==> config.mk <==
export PLATFORM = sky130hd
export DESIGN_NAME = rau_ctrl
export DESIGN_NICKNAME = d
export VERILOG_FILES = /design/src/hdl/rau_pkg.sv /design/src/hdl/rau_ctrl.sv
export SDC_FILE = /design/constraint.sdc
export NUM_CORES = 1
export LEC_CHECK = 0
export ABC_AREA = 1
export CAP_MARGIN = 5
export CORE_ASPECT_RATIO = 1.2
export CORE_MARGIN = 1
export CORE_UTILIZATION = 55
export CTS_CLUSTER_SIZE = 40
export DETAILED_ROUTE_END_ITERATION = 16
export DONT_BUFFER_PORTS = 1
export GPL_ROUTABILITY_DRIVEN = 0
export HOLD_SLACK_MARGIN = 0.02
export PLACE_DENSITY = 0.77
export SYNTH_ARGS = -nofsm -noshare
export SYNTH_HDL_FRONTEND = slang
export SYNTH_SLANG_ARGS = --single-unit
==> constraint.sdc <==
create_clock -name aclk -period 1.9 [get_ports aclk]
set_clock_uncertainty 0.15 [all_clocks]
set_input_delay 0.285 -clock aclk [delete_from_list [all_inputs] [get_ports aclk]]
set_output_delay 0.285 -clock aclk [all_outputs]
set_load 0.02 [all_outputs]
==> src/hdl/rau_pkg.sv <==
`default_nettype none
package rau_pkg;

    localparam int WORD_BITS = 32;
    localparam int RES_BITS  = (WORD_BITS > 32) ? 32 : WORD_BITS;
    localparam logic [63:0] RES_LIM = 64'((64'd1 << (RES_BITS - 1)) - 64'd1);

    localparam logic [2:0] K_ADD  = 3'd0;
    localparam logic [2:0] K_SUB  = 3'd1;
    localparam logic [2:0] K_MUL  = 3'd2;
    localparam logic [2:0] K_DIV  = 3'd3;
    localparam logic [2:0] K_CMP  = 3'd4;
    localparam logic [2:0] K_NORM = 3'd5;

    localparam logic [1:0] ST_OK   = 2'd0;
    localparam logic [1:0] ST_ZDEN = 2'd1;
    localparam logic [1:0] ST_DIVZ = 2'd2;
    localparam logic [1:0] ST_OVF  = 2'd3;

    typedef enum logic [4:0] {
        OP_NONE,
        OP_LOAD,
        OP_GCD_START,
        OP_DIVN_START,
        OP_DIVD_START,
        OP_SAVE_A,
        OP_SAVE_B,
        OP_LCM_SETUP,
        OP_M_ANBN,
        OP_M_ADBD,
        OP_M_ANBD,
        OP_M_ADBN,
        OP_M_L,
        OP_M_TA,
        OP_M_TB,
        OP_COMBINE,
        OP_RES_FRAC,
        OP_RES_CMP,
        OP_RES_ERR
    } dp_op_t;

    typedef struct packed {
        dp_op_t     op;
        logic [1:0] status;
    } dp_cmd_t;

    typedef struct packed {
        logic [2:0] kind;
        logic       bad_kind;
        logic       zden;
        logic       bn_zero;
        logic       gcd_done;
        logic       div_done;
    } dp_stat_t;

endpackage
`default_nettype wire

==> src/hdl/rau_ctrl.sv <==
`default_nettype none
module rau_ctrl import rau_pkg::*; (
    input  wire      aclk,
    input  wire      aresetn,
    input  wire      s_tvalid,
    output logic     s_tready,
    output logic     m_tvalid,
    input  wire      m_tready,
    input  dp_stat_t stat,
    output dp_cmd_t  cmd
);
    typedef enum logic [4:0] {
        S_IDLE, S_CHECK, S_GCD_GO, S_GCD_WAIT, S_DIVN_GO, S_DIVN_WAIT,
        S_DIVD_GO, S_DIVD_WAIT, S_AFTER, S_OPSEL, S_MUL2, S_XD2,
        S_ML, S_MTA, S_MTB, S_COMB, S_EMIT
    } state_t;

    typedef enum logic [1:0] {PH_A, PH_B, PH_LCM, PH_RES} phase_t;

    state_t     state_reg, state_next;
    phase_t     phase_reg, phase_next;
    dp_op_t     eop_reg, eop_next;
    logic [1:0] est_reg, est_next;
    logic       mv_reg, mv_next;
    logic       slot_free;

    assign slot_free = !mv_reg || m_tready;

    always_comb begin
        state_next = state_reg;
        phase_next = phase_reg;
        eop_next   = eop_reg;
        est_next   = est_reg;
        cmd.op     = OP_NONE;
        cmd.status = est_reg;
        unique case (state_reg)
            S_IDLE: if (s_tvalid) begin
                cmd.op     = OP_LOAD;
                state_next = S_CHECK;
            end
            S_CHECK: begin
                if (stat.bad_kind) begin
                    eop_next = OP_RES_ERR; est_next = ST_OK;   state_next = S_EMIT;
                end else if (stat.zden) begin
                    eop_next = OP_RES_ERR; est_next = ST_ZDEN; state_next = S_EMIT;
                end else begin
                    phase_next = PH_A;
                    state_next = S_GCD_GO;
                end
            end
            S_GCD_GO:    begin cmd.op = OP_GCD_START; state_next = S_GCD_WAIT; end
            S_GCD_WAIT:  if (stat.gcd_done) state_next = S_DIVN_GO;
            S_DIVN_GO:   begin cmd.op = OP_DIVN_START; state_next = S_DIVN_WAIT; end
            S_DIVN_WAIT: if (stat.div_done) state_next = S_DIVD_GO;
            S_DIVD_GO:   begin cmd.op = OP_DIVD_START; state_next = S_DIVD_WAIT; end
            S_DIVD_WAIT: if (stat.div_done) state_next = S_AFTER;
            S_AFTER: begin
                unique case (phase_reg)
                    PH_A: begin
                        if (stat.kind == K_NORM) begin
                            eop_next = OP_RES_FRAC; state_next = S_EMIT;
                        end else begin
                            cmd.op     = OP_SAVE_A;
                            phase_next = PH_B;
                            state_next = S_GCD_GO;
                        end
                    end
                    PH_B: begin
                        cmd.op     = OP_SAVE_B;
                        state_next = S_OPSEL;
                    end
                    PH_LCM: state_next = S_ML;
                    default: begin
                        eop_next = OP_RES_FRAC; state_next = S_EMIT;
                    end
                endcase
            end
            S_OPSEL: begin
                unique case (stat.kind)
                    K_ADD, K_SUB: begin
                        cmd.op     = OP_LCM_SETUP;
                        phase_next = PH_LCM;
                        state_next = S_GCD_GO;
                    end
                    K_MUL: begin
                        cmd.op     = OP_M_ANBN;
                        state_next = S_MUL2;
                    end
                    K_DIV: begin
                        if (stat.bn_zero) begin
                            eop_next = OP_RES_ERR; est_next = ST_DIVZ; state_next = S_EMIT;
                        end else begin
                            cmd.op     = OP_M_ANBD;
                            state_next = S_XD2;
                        end
                    end
                    default: begin
                        cmd.op     = OP_M_ANBD;
                        state_next = S_XD2;
                    end
                endcase
            end
            S_MUL2: begin
                cmd.op     = OP_M_ADBD;
                phase_next = PH_RES;
                state_next = S_GCD_GO;
            end
            S_XD2: begin
                cmd.op = OP_M_ADBN;
                if (stat.kind == K_CMP) begin
                    eop_next   = OP_RES_CMP;
                    state_next = S_EMIT;
                end else begin
                    phase_next = PH_RES;
                    state_next = S_GCD_GO;
                end
            end
            S_ML:  begin cmd.op = OP_M_L;  state_next = S_MTA; end
            S_MTA: begin cmd.op = OP_M_TA; state_next = S_MTB; end
            S_MTB: begin cmd.op = OP_M_TB; state_next = S_COMB; end
            S_COMB: begin
                cmd.op     = OP_COMBINE;
                phase_next = PH_RES;
                state_next = S_GCD_GO;
            end
            S_EMIT: if (slot_free) begin
                cmd.op     = eop_reg;
                state_next = S_IDLE;
            end
            default: state_next = S_IDLE;
        endcase

        if (state_reg == S_EMIT && slot_free) mv_next = 1'b1;
        else if (m_tready)                    mv_next = 1'b0;
        else                                  mv_next = mv_reg;
    end

    always_ff @(posedge aclk) begin
        if (!aresetn) begin
            state_reg <= S_IDLE;
            phase_reg <= PH_A;
            eop_reg   <= OP_RES_ERR;
            est_reg   <= ST_OK;
            mv_reg    <= 1'b0;
        end else begin
            state_reg <= state_next;
            phase_reg <= phase_next;
            eop_reg   <= eop_next;
            est_reg   <= est_next;
            mv_reg    <= mv_next;
        end
    end

    assign s_tready = (state_reg == S_IDLE);
    assign m_tvalid = mv_reg;
endmodule
`default_nettype wire

==> impl_results.md, run 1 <==
* Outcome: finished, violations left
* Violated checks: negative setup slack
* Post-placement cell count at 213
* Syn Std Cell Area at 1072 sq um
* Gr usage total at 0.3405
* Critical path launch point type: register
* WP data required at 1.46 ns
* Max FFs per register at 5
* Number of port buffers at 0
* Final core occ at 0.8146
* First-pass GRT wire length at 5.554 mm
* Final Cycle Share at 1.058
* Pre-CTS setup slack at 0.1017 ns
* R2R setup slack at 0.07 ns
* PwrDens at 596.5 nW/um^2
* Hold WC Path Type: primary input to register
* CTS root buf: clkbuf_4
* Synth Area in Adders at 0.04667
* DRC Markers at 0
* Fin crit period at 2.010 ns
* Yosys top cell area share at 0.2240
* Critical Path Max Stage Delay at 0.39 ns
* Antenna Violating Nets Remaining at 0
* Unrepaired setup endpoints after global routing: true
* Critical-path top delay cell: dfxtp_4
* Post-route worst setup slack at -0.1101 ns
* Die ar. at 2131 sq um
* Fin. Hold Viols at 0
* CTS Buf Count at 3
* # diodes at 0
* Compound-Gate Fraction of Synth Area at 0.1085
* Final hold slack at 0.05051 ns
* Syn Nets at 206
* DRT iter0 DRCs at 138
* Top cells by area, synth: dfxtp_1, nand2_1, nor2_1
* Cells after synthesis at 190
* Slew @ Worst Pin at 0.5426 ns
* HPWL Detailed at 2.348 mm
* # nets final at 237
* Max VDD drop at 0.4857 mV
* Crit Path Class: register to output pin
* Vias in the first global route at 1232
* Vias/cell at 6.477
* Largest family of logic cells by synthesized area: simple AND/OR/NAND/NOR gates
* Synth Area in XOR/XNOR at 0
* Die height at 50.37 microns
* Count of different cell masters after synthesis at 23
* Floorplan Core Area at 1829 sq um
* Pleak at 0.7611 nW
* Initial antenna violation count at 0
* Sink Count at 12
* Syn Area/Cell at 5.644 sq um
* Multiplexer share of the synthesized area at 0
* Simple logic cell fraction of the synthesized area at 0.5158
* Area leader, netlist: dfxtp_1
* Pin count of the biggest net entering global routing at 10
* Routed len/inst at 17.59 microns
* WL final at 4.205 mm
* CP Max Fanout at 5
* CTS tree: built
* Worst slew margin at 0.6379
* Vias at 1548
* P&R area growth vs syn at 38.97%
* Yosys warnings at 0
* GRT overflow at 0
* Pre-antenna DRT Iters at 6
* Initial Utilization at 0.5862
* Total number of H-tree levels at 1
* Sequential fraction of the synthesis area at 0.2240
* Final std cells w/o fill at 239
* Yosys reg bits at 12
* Maxcap violations at 0
* Proportion of layout cells with a drive suffix above 1 at 0.3227
* Clock transition at the registers of the reported paths at 0.08 ns
* Critical path arrival at 1.58 ns
* CTS max path bufs at 2
* # IOs at 21
* FMAX at 497.5 MHz
* Critical path cell sequence: nor2_2 > nand2_2 > o22ai_2 > a21oi_2 > nand4_1
* Rows at 17
* Final setup TNS at -0.1407 ns
* Max-slew violations at 0
* Die X at 42.31 microns
* # setup viols final at 3
* Worst skew pair latency at 0.28 ns
* CP Capture Type: output pin
==> worst paths after layout <==
kind	depth (start not counted)	endpoint	startpoint
worst max-delay path	5	cmd[2]	state_reg[3]$_SDFFE_PN0P_
worst min register to register	2	eop_reg[1]$_SDFFE_PN1P_	eop_reg[1]$_SDFFE_PN1P_
worst min-delay path	2	est_reg[0]$_SDFFE_PN0P_	stat[4]
worst max register to register	11	state_reg[2]$_SDFFE_PN0P_	state_reg[2]$_SDFFE_PN0P_
==> repair_timing <==
item	in CTS	in global routing
resized for setup	26	28
hold buffers	1	0
buffers inserted	11	10
endpoints found under the hold margin	6	0
pin swaps	7	13
setup endpoints to repair	4	4
==> routing by layer <==
| layer | GRT usage | part of all wire | vias to the layer above |
|---|---|---|---|
| met5 | 0 | 0 | - |
| met4 | 0.1615 | 0.052 | 0 |
| met3 | 0.06475 | 0.11 | 35 |
| met2 | 0.5692 | 0.48 | 151 |
| met1 | 0.4156 | 0.35 | 682 |
| li1 | - | - | 680 |
==> per-stage QoR <==
| stage | total power, mW | instance area [sq um] |
|---|---|---|
| 5_1_grt | 0.9258 | 1490 |
| 3_3_place_gp | 0.5637 | 1126 |
| 3_5_place_dp | 0.5687 | 1126 |
| 4_1_cts | 0.8049 | 1325 |
| 6_report | 0.8889 | 1490 |
| 2_1_floorplan | 0.5022 | 1072 |
==> cell type report <==
type | count | area (sq um)
Timing Repair Buffer | 27 | 216.5
Multi-Input combinational cell | 149 | 839.6
Tap cell | 19 | 23.77
Fill cell | 106 | 339.1
Clock buffer | 4 | 36.28
Inverter | 28 | 115.1
Sequential cell | 12 | 259.0
==> cell usage in the layout (no fill, tap or decap), types with 5 or more instances in the layout <==
cell / n
nand3_1: 14
nand2_1: 45
nor2_4: 5
inv_1: 20
a21oi_1: 7
buf_4: 23
nand4_1: 8
dfxtp_1: 5
nor2_1: 30
o21ai_0: 5
inv_2: 5
==> kinds of logic (layout without fill, tap and decap cells) <==
logic type               count (synthesis)  count (layout)
adder cells (fa/ha/maj)                  4               4
flip-flops                              12              12
AND/OR/NAND/NOR                        124             124
AO/OA/AOI/OAI                           21              21
buffers and inverters                   29              59
==> where the power goes <==
| group | switching, mW | internal (mW) |
|---|---|---|
| Clock | 0.0888 | 0.117 |
| Combinational | 0.222 | 0.144 |
| Sequential | 0.0391 | 0.278 |
==> Yosys cell counts <==
cell type / n
nand2_1: 51
nor2_1: 32
inv_1: 27
nand3_1: 16
dfxtp_1: 12
a21oi_1: 9
nand4_1: 8
nor2_2: 7
o21ai_0: 6
ha_1: 4
nand3b_1: 4
nor3_1: 3
a22oi_1: 1
a31oi_1: 1
buf_4: 1
inv_2: 1
nand2_2: 1
nand3_2: 1
o2111ai_1: 1
o211ai_1: 1
o21ai_1: 1
o22ai_1: 1
or2_0: 1
==> worst max-delay path: cells and delay by family (launching register included) <==
kind	cells	cell delay (ns)
AND/OR/NAND/NOR	3	0.60
AO/OA/AOI/OAI	2	0.30
flip-flops	1	0.39
Power figures use the tool's default switching activity.
==> inputs of run 2 (changes only) <==
--- a/config.mk
+++ b/config.mk
@@ -15,6 +15,7 @@
 export DONT_BUFFER_PORTS = 1
 export GPL_ROUTABILITY_DRIVEN = 0
 export HOLD_SLACK_MARGIN = 0.02
+export MAX_ROUTING_LAYER = met4
 export PLACE_DENSITY = 0.77
 export SYNTH_ARGS = -nofsm -noshare
 export SYNTH_HDL_FRONTEND = slang
==> run 2 against run 1 <==
The flow still finishes with violations (negative setup slack). Sequential share of layout area stayed put. Clock power hardly changed. Routed wire length is 1.1% lower. Worst hold slack worse by 0.00088 ns. First-iteration DRC count is 4.3% lower. Cell count stayed put. Largest power group unchanged.
==> impl_results.md, run 2 (synthesis results as in run 1) <==
* Outcome: finished, violations left
* Violated checks: negative setup slack
* Critical path arrival at 1.57 ns (about the same)
* Post-route worst setup slack at -0.1092 ns (+0.0008810 ns)
* Floorplan Core Area at 1829 sq um (unchanged)
* CP Max Fanout at 5 (unchanged)
* First-pass GRT wire length at 5.554 mm (unchanged)
* Most common cell after layout, fill and taps aside: nand2_1
* WP data required at 1.46 ns (about the same)
* Pin count of the biggest net entering global routing at 10 (unchanged)
* Hold WC Path Type: primary input to register
* Critical Path Max Stage Delay at 0.40 ns (about the same)
* Routed len/inst at 17.39 microns (-1.1%)
* Placed Area at 1126 sq um (unchanged)
* HPWL Detailed at 2.348 mm (unchanged)
* DRC Markers at 0 (unchanged)
* Die height at 50.37 microns (unchanged)
* PwrDens at 595.4 nW/um^2 (-0.18%)
* Most frequent cells in the layout: nand2_1, nor2_1, buf_4, inv_1, nand3_1
* GRT overflow at 0 (unchanged)
* Fin crit period at 2.009 ns (-0.0008810 ns)
* # setup viols final at 2 (-1)
* Max-slew violations at 0 (unchanged)
* Die X at 42.31 microns (unchanged)
* Final Cycle Share at 1.057 (about the same)
* Vias in the first global route at 1234 (+0.16%)
* CTS max path bufs at 2 (unchanged)
* Unrepaired setup endpoints after global routing: true
* # IOs at 21 (unchanged)
* Antenna Violating Nets Remaining at 0 (unchanged)
* Max FFs per register at 5 (unchanged)
* Fillers at 106 (unchanged)
* Rows at 17 (unchanged)
* Die ar. at 2131 sq um (unchanged)
* Critical-path top delay cell: dfxtp_4
* Fin area at 1490 sq um (unchanged)
* Gr usage total at 0.3496 (+0.009098)
* Max VDD drop at 0.4856 mV (about the same)
* Fin. Hold Viols at 0 (unchanged)
* FMAX at 497.7 MHz (about the same)
* Initial Utilization at 0.5862 (unchanged)
* Maxcap violations at 0 (unchanged)
* Vias at 1519 (-1.9%)
* Critical path launch point type: register
* Pleak at 0.7611 nW (unchanged)
* CTS Buf Count at 3 (unchanged)
* Worst skew pair latency at 0.28 ns (about the same)
* Pre-antenna DRT Iters at 5 (-1)
* P&R area growth vs syn at 38.97% (unchanged)
* CTS root buf: clkbuf_4
* Crit Path Class: register to output pin
* DRT iter0 DRCs at 132 (-4.3%)
* # diodes at 0 (unchanged)
* CTS tree: built
* Slew @ Worst Pin at 0.5351 ns (-0.007540 ns)
* # nets final at 237 (unchanged)
* Worst slew margin at 0.6429 (+0.005032)
* Critical path cell sequence: nor2_2 > nand2_2 > o22ai_2 > a21oi_2 > nand4_1
* WL final at 4.157 mm (-1.1%)
* Clock transition at the registers of the reported paths at 0.08 ns (about the same)
* CP Capture Type: output pin
* Vias/cell at 6.356 (-1.9%)
* Number of port buffers at 0 (unchanged)
* Sink Count at 12 (unchanged)
* Initial antenna violation count at 0 (unchanged)
* Total number of H-tree levels at 1 (unchanged)
* Final hold slack at 0.04964 ns (-0.0008751 ns)
* Proportion of layout cells with a drive suffix above 1 at 0.3227 (unchanged)
run 2: cell counts in the layout (fill, tap and decap cells not counted):
No cell type changed its count.
run 2: path summary, 6_finish.rpt:
check	slack, ns	cells after the start	start	end
worst max-delay path	-0.11	5	state_reg[3]$_SDFFE_PN0P_	cmd[2]
worst min-delay path	0.05	2	stat[4]	est_reg[0]$_SDFFE_PN0P_
worst max register to register	0.06	11	state_reg[2]$_SDFFE_PN0P_	state_reg[2]$_SDFFE_PN0P_
worst min register to register	0.35	2	eop_reg[1]$_SDFFE_PN1P_	eop_reg[1]$_SDFFE_PN1P_
run 2: metal layers:
layer  wire [microns]  vias to the layer above  part of all wire  GRT usage
met5                0                        -                 0          -
met4              272                        0             0.065     0.1615
met3              428                       34              0.10    0.06835
met2             1955                      132              0.47     0.5692
met1             1500                      674              0.36     0.4133
li1                 -                      679                 -          -
run 2: final cells by class:
| cell class | count | area (sq um) | share of cell area |
|---|---|---|---|
| Multi-Input combinational cell | 149 | 839.6 | 0.5634 |
| Inverter | 28 | 115.1 | 0.07725 |
| Tap cell | 19 | 23.77 | 0.01595 |
| Sequential cell | 12 | 259.0 | 0.1738 |
| Timing Repair Buffer | 27 | 216.5 | 0.1453 |
| Clock buffer | 4 | 36.28 | 0.02435 |
run 2: metrics by stage:
step           utilization  setup TNS [ns]  power [mW]  setup WS (ns)  std cells
6_report            0.8146         -0.1339      0.8873        -0.1092        239
5_1_grt             0.8146         -0.1895      0.9257        -0.1259        239
4_1_cts             0.7244               0      0.8049       0.003286        229
3_5_place_dp        0.6156               0      0.5687         0.1017        213
3_3_place_gp        0.6156               0      0.5637         0.1525        213
2_1_floorplan            -               0      0.5022         0.2003        190
run 2: worst max-delay path: cells and delay by family, from the launching register on:
kind            cells  cell delay, ns
compound gates      2            0.30
flops               1            0.40
simple gates        3            0.60
run 2: repair_timing:
action                                 in CTS  in global routing
hold buffers                                1                  0
endpoints found under the hold margin       6                  0
setup buffers                              11                 10
setup endpoints to repair                   4                  4
pin swaps                                   7                 13
gates resized for setup                    26                 28
run 2: where the power goes:
part / switching (mW) / total [mW] / internal (mW)
Sequential: 0.0386 / 0.316 / 0.278
Combinational: 0.221 / 0.365 / 0.144
Clock: 0.0897 / 0.206 / 0.117
Total: 0.349 / 0.887 / 0.538
==> inputs of run 3 (changes only) <==
==> constraint.sdc (replaced) <==
create_clock -name aclk -period 1.9 [get_ports aclk]
set_clock_uncertainty 0.15 [all_clocks]
set_input_delay 0.095 -clock aclk [delete_from_list [all_inputs] [get_ports aclk]]
set_output_delay 0.095 -clock aclk [all_outputs]
set_load 0.02 [all_outputs]
==> run 3 against run 2 <==
The flow now finishes without violations. Worst hold slack better by 0.0089 ns. Design area fell by 15%. First-iteration DRC count is 50% lower. Register-to-register slack gained 0.16 ns. Global-route usage is 3.2 points lower. Combinational power decreased by 24%. Sequential power barely moved. Routed wire length fell by 22%. Total power is 9.8% lower. Cell count fell by 7.1%. Maximum frequency rose by 9.8%. Setup slack gained 0.18 ns.
==> impl_results.md, run 3 (synthesis results as in run 1) <==
* DRT iter0 DRCs at 66 (-50%)
* Die height at 50.37 microns (unchanged)
* WP data required at 1.65 ns (+0.19 ns)
* CTS max path bufs at 2 (unchanged)
* Routed len/inst at 14.55 microns (-16%)
* Initial antenna violation count at 0 (unchanged)
* DRC Markers at 0 (unchanged)
* # diodes at 0 (unchanged)
* Hold WC Path Type: primary input to register
* CTS tree: built
* Floorplan Core Area at 1829 sq um (unchanged)
* CP Capture Type: output pin
* Multi-input combinational cell area at 759.5 sq um (-9.5%)
* Slew @ Worst Pin at 0.5008 ns (-0.03429 ns)
* # setup viols final at 0 (-2)
* Sink Count at 12 (unchanged)
* Antenna Violating Nets Remaining at 0 (unchanged)
* Pin count of the biggest net entering global routing at 10 (unchanged)
* Critical-path top delay cell: dfxtp_2
* Gr usage total at 0.3181 (-0.03154)
* Initial Utilization at 0.5862 (unchanged)
* Proportion of layout cells with a drive suffix above 1 at 0.1576 (-0.1651)
* Fin. Hold Viols at 0 (unchanged)
* WP buf/inv at 1 (+1)
* Critical path launch point type: register
* Worst slew margin at 0.6658 (+0.02289)
* Vias at 1329 (-13%)
* Crit Path Class: register to output pin
* Final Cycle Share at 0.9632 (-0.09424)
* Pre-CTS setup slack at 0.1082 ns (+0.006572 ns)
* P&R area growth vs syn at 18.79%
* Maxcap violations at 0 (unchanged)
* CP Max Fanout at 6 (+1)
* FMAX at 546.4 MHz (+9.8%)
* Die ar. at 2131 sq um (unchanged)
* Rows at 17 (unchanged)
* HPWL Detailed at 2.384 mm (+1.5%)
* First-pass GRT wire length at 5.181 mm (-6.7%)
* CP delay by family, top: simple AND/OR/NAND/NOR gates
* Die X at 42.31 microns (unchanged)
* GRT overflow at 0 (unchanged)
* # IOs at 21 (unchanged)
* Pre-antenna DRT Iters at 5 (unchanged)
* Fin crit period at 1.830 ns (-0.1791 ns)
* Most frequent cells in the layout: nand2_1, nor2_1, inv_1, nand3_1, a21oi_1
* Seq. cell area at 254.0 sq um (-1.9%)
* Outcome: complete, no violations
* Fillers at 158 (+49%)
* Unrepaired setup endpoints after global routing: false
* Clock transition at the registers of the reported paths at 0.08 ns (about the same)
* Critical path arrival at 1.59 ns (+0.02 ns)
* Vias/cell at 5.986 (-5.8%)
* WL final at 3.230 mm (-22%)
* # nets final at 220 (-7.2%)
* Pleak at 0.6256 nW (-18%)
* CTS root buf: clkbuf_4
* Max-slew violations at 0 (unchanged)
* Final setup TNS at 0 ns (+0.1339 ns)
* PwrDens at 628.3 nW/um^2 (+5.5%)
* CTS Buf Count at 3 (unchanged)
* Number of port buffers at 0 (unchanged)
* Post-route worst setup slack at 0.06986 ns (+0.1791 ns)
* Max FFs per register at 5 (unchanged)
* Worst skew pair latency at 0.27 ns (about the same)
* Max VDD drop at 0.4670 mV (-3.8%)
* Critical Path Max Stage Delay at 0.42 ns (+0.02 ns)
* Most common cell after layout, fill and taps aside: nand2_1
* Vias in the first global route at 1227 (-0.57%)
* Total number of H-tree levels at 1 (unchanged)
* Critical path cell sequence: nand2_1 > nor2_2 > inv_1 > o22ai_1 > a21oi_1 > nand4_1
## run 3: cell count changes in the layout (fill, tap and decap cells not counted), moves of 3 or more
cell,before,now
buf_6,3,0
nand2_1,45,48
inv_2,5,1
inv_1,20,25
buf_4,23,4
dlygate4sd3_1,1,6
## run 3: power by group
group / internal [mW] / switching (mW) / total [mW] / leakage (nW)
Sequential: 0.278 / 0.0393 / 0.318 / 0.102
Clock: 0.116 / 0.0892 / 0.206 / 0.0210
Combinational: 0.0989 / 0.178 / 0.277 / 0.503
## run 3: metal layers
layer / track usage / vias to the layer above / share of wire
li1: - / 640 / -
met1: 0.3880 / 590 / 0.38
met2: 0.5077 / 82 / 0.49
met3: 0.05396 / 17 / 0.095
met4: 0.1510 / 0 / 0.037
met5: - / - / 0
## run 3: cell type report
type                       count  area share
clock buffer                   4     0.02849
sequential                    12      0.1994
timing repair buffer          10     0.07073
inverter                      28     0.08644
multi-input combinational    149      0.5963
tap                           19     0.01866
## run 3: tightest hold or removal path, delay by kind of cell
kind	cells	cell delay (ns)
simple gates	3	0.26
compound gates	1	0.09
## run 3: metrics by stage
step	util	instances	instance area, sq um	power (mW)	hold WS, ns
2_1_floorplan	-	190	1072	0.5022	0.02911
3_3_place_gp	0.6074	211	1111	0.5594	0.03262
3_5_place_dp	0.6074	211	1111	0.5669	0.03620
4_1_cts	0.6696	221	1225	0.7859	0.04421
5_1_grt	0.6963	222	1274	0.8439	0.06314
6_report	0.6963	222	1274	0.8003	0.05850
## run 3: worst paths after layout
kind,start,to,slack [ns],cells past startpoint
hold reg to reg,eop_reg[1]$_SDFFE_PN1P_,eop_reg[1]$_SDFFE_PN1P_,0.32,2
hold / removal,s_tvalid,state_reg[0]$_SDFFE_PN0P_,0.06,4
setup / recovery,state_reg[3]$_SDFFE_PN0P_,cmd[2],0.07,6
setup reg to reg,state_reg[1]$_SDFFE_PN0P_,phase_reg[0]$_SDFFE_PN0P_,0.22,9
## run 3: timing repair
item / 4_1_cts / 5_1_grt
endpoints found under the hold margin: 12 / 0
hold buffers: 6 / 0
setup endpoints to repair: 3 / 5
setup buffers: 0 / 1
resized for setup: 7 / 16
pin swaps: 0 / 2
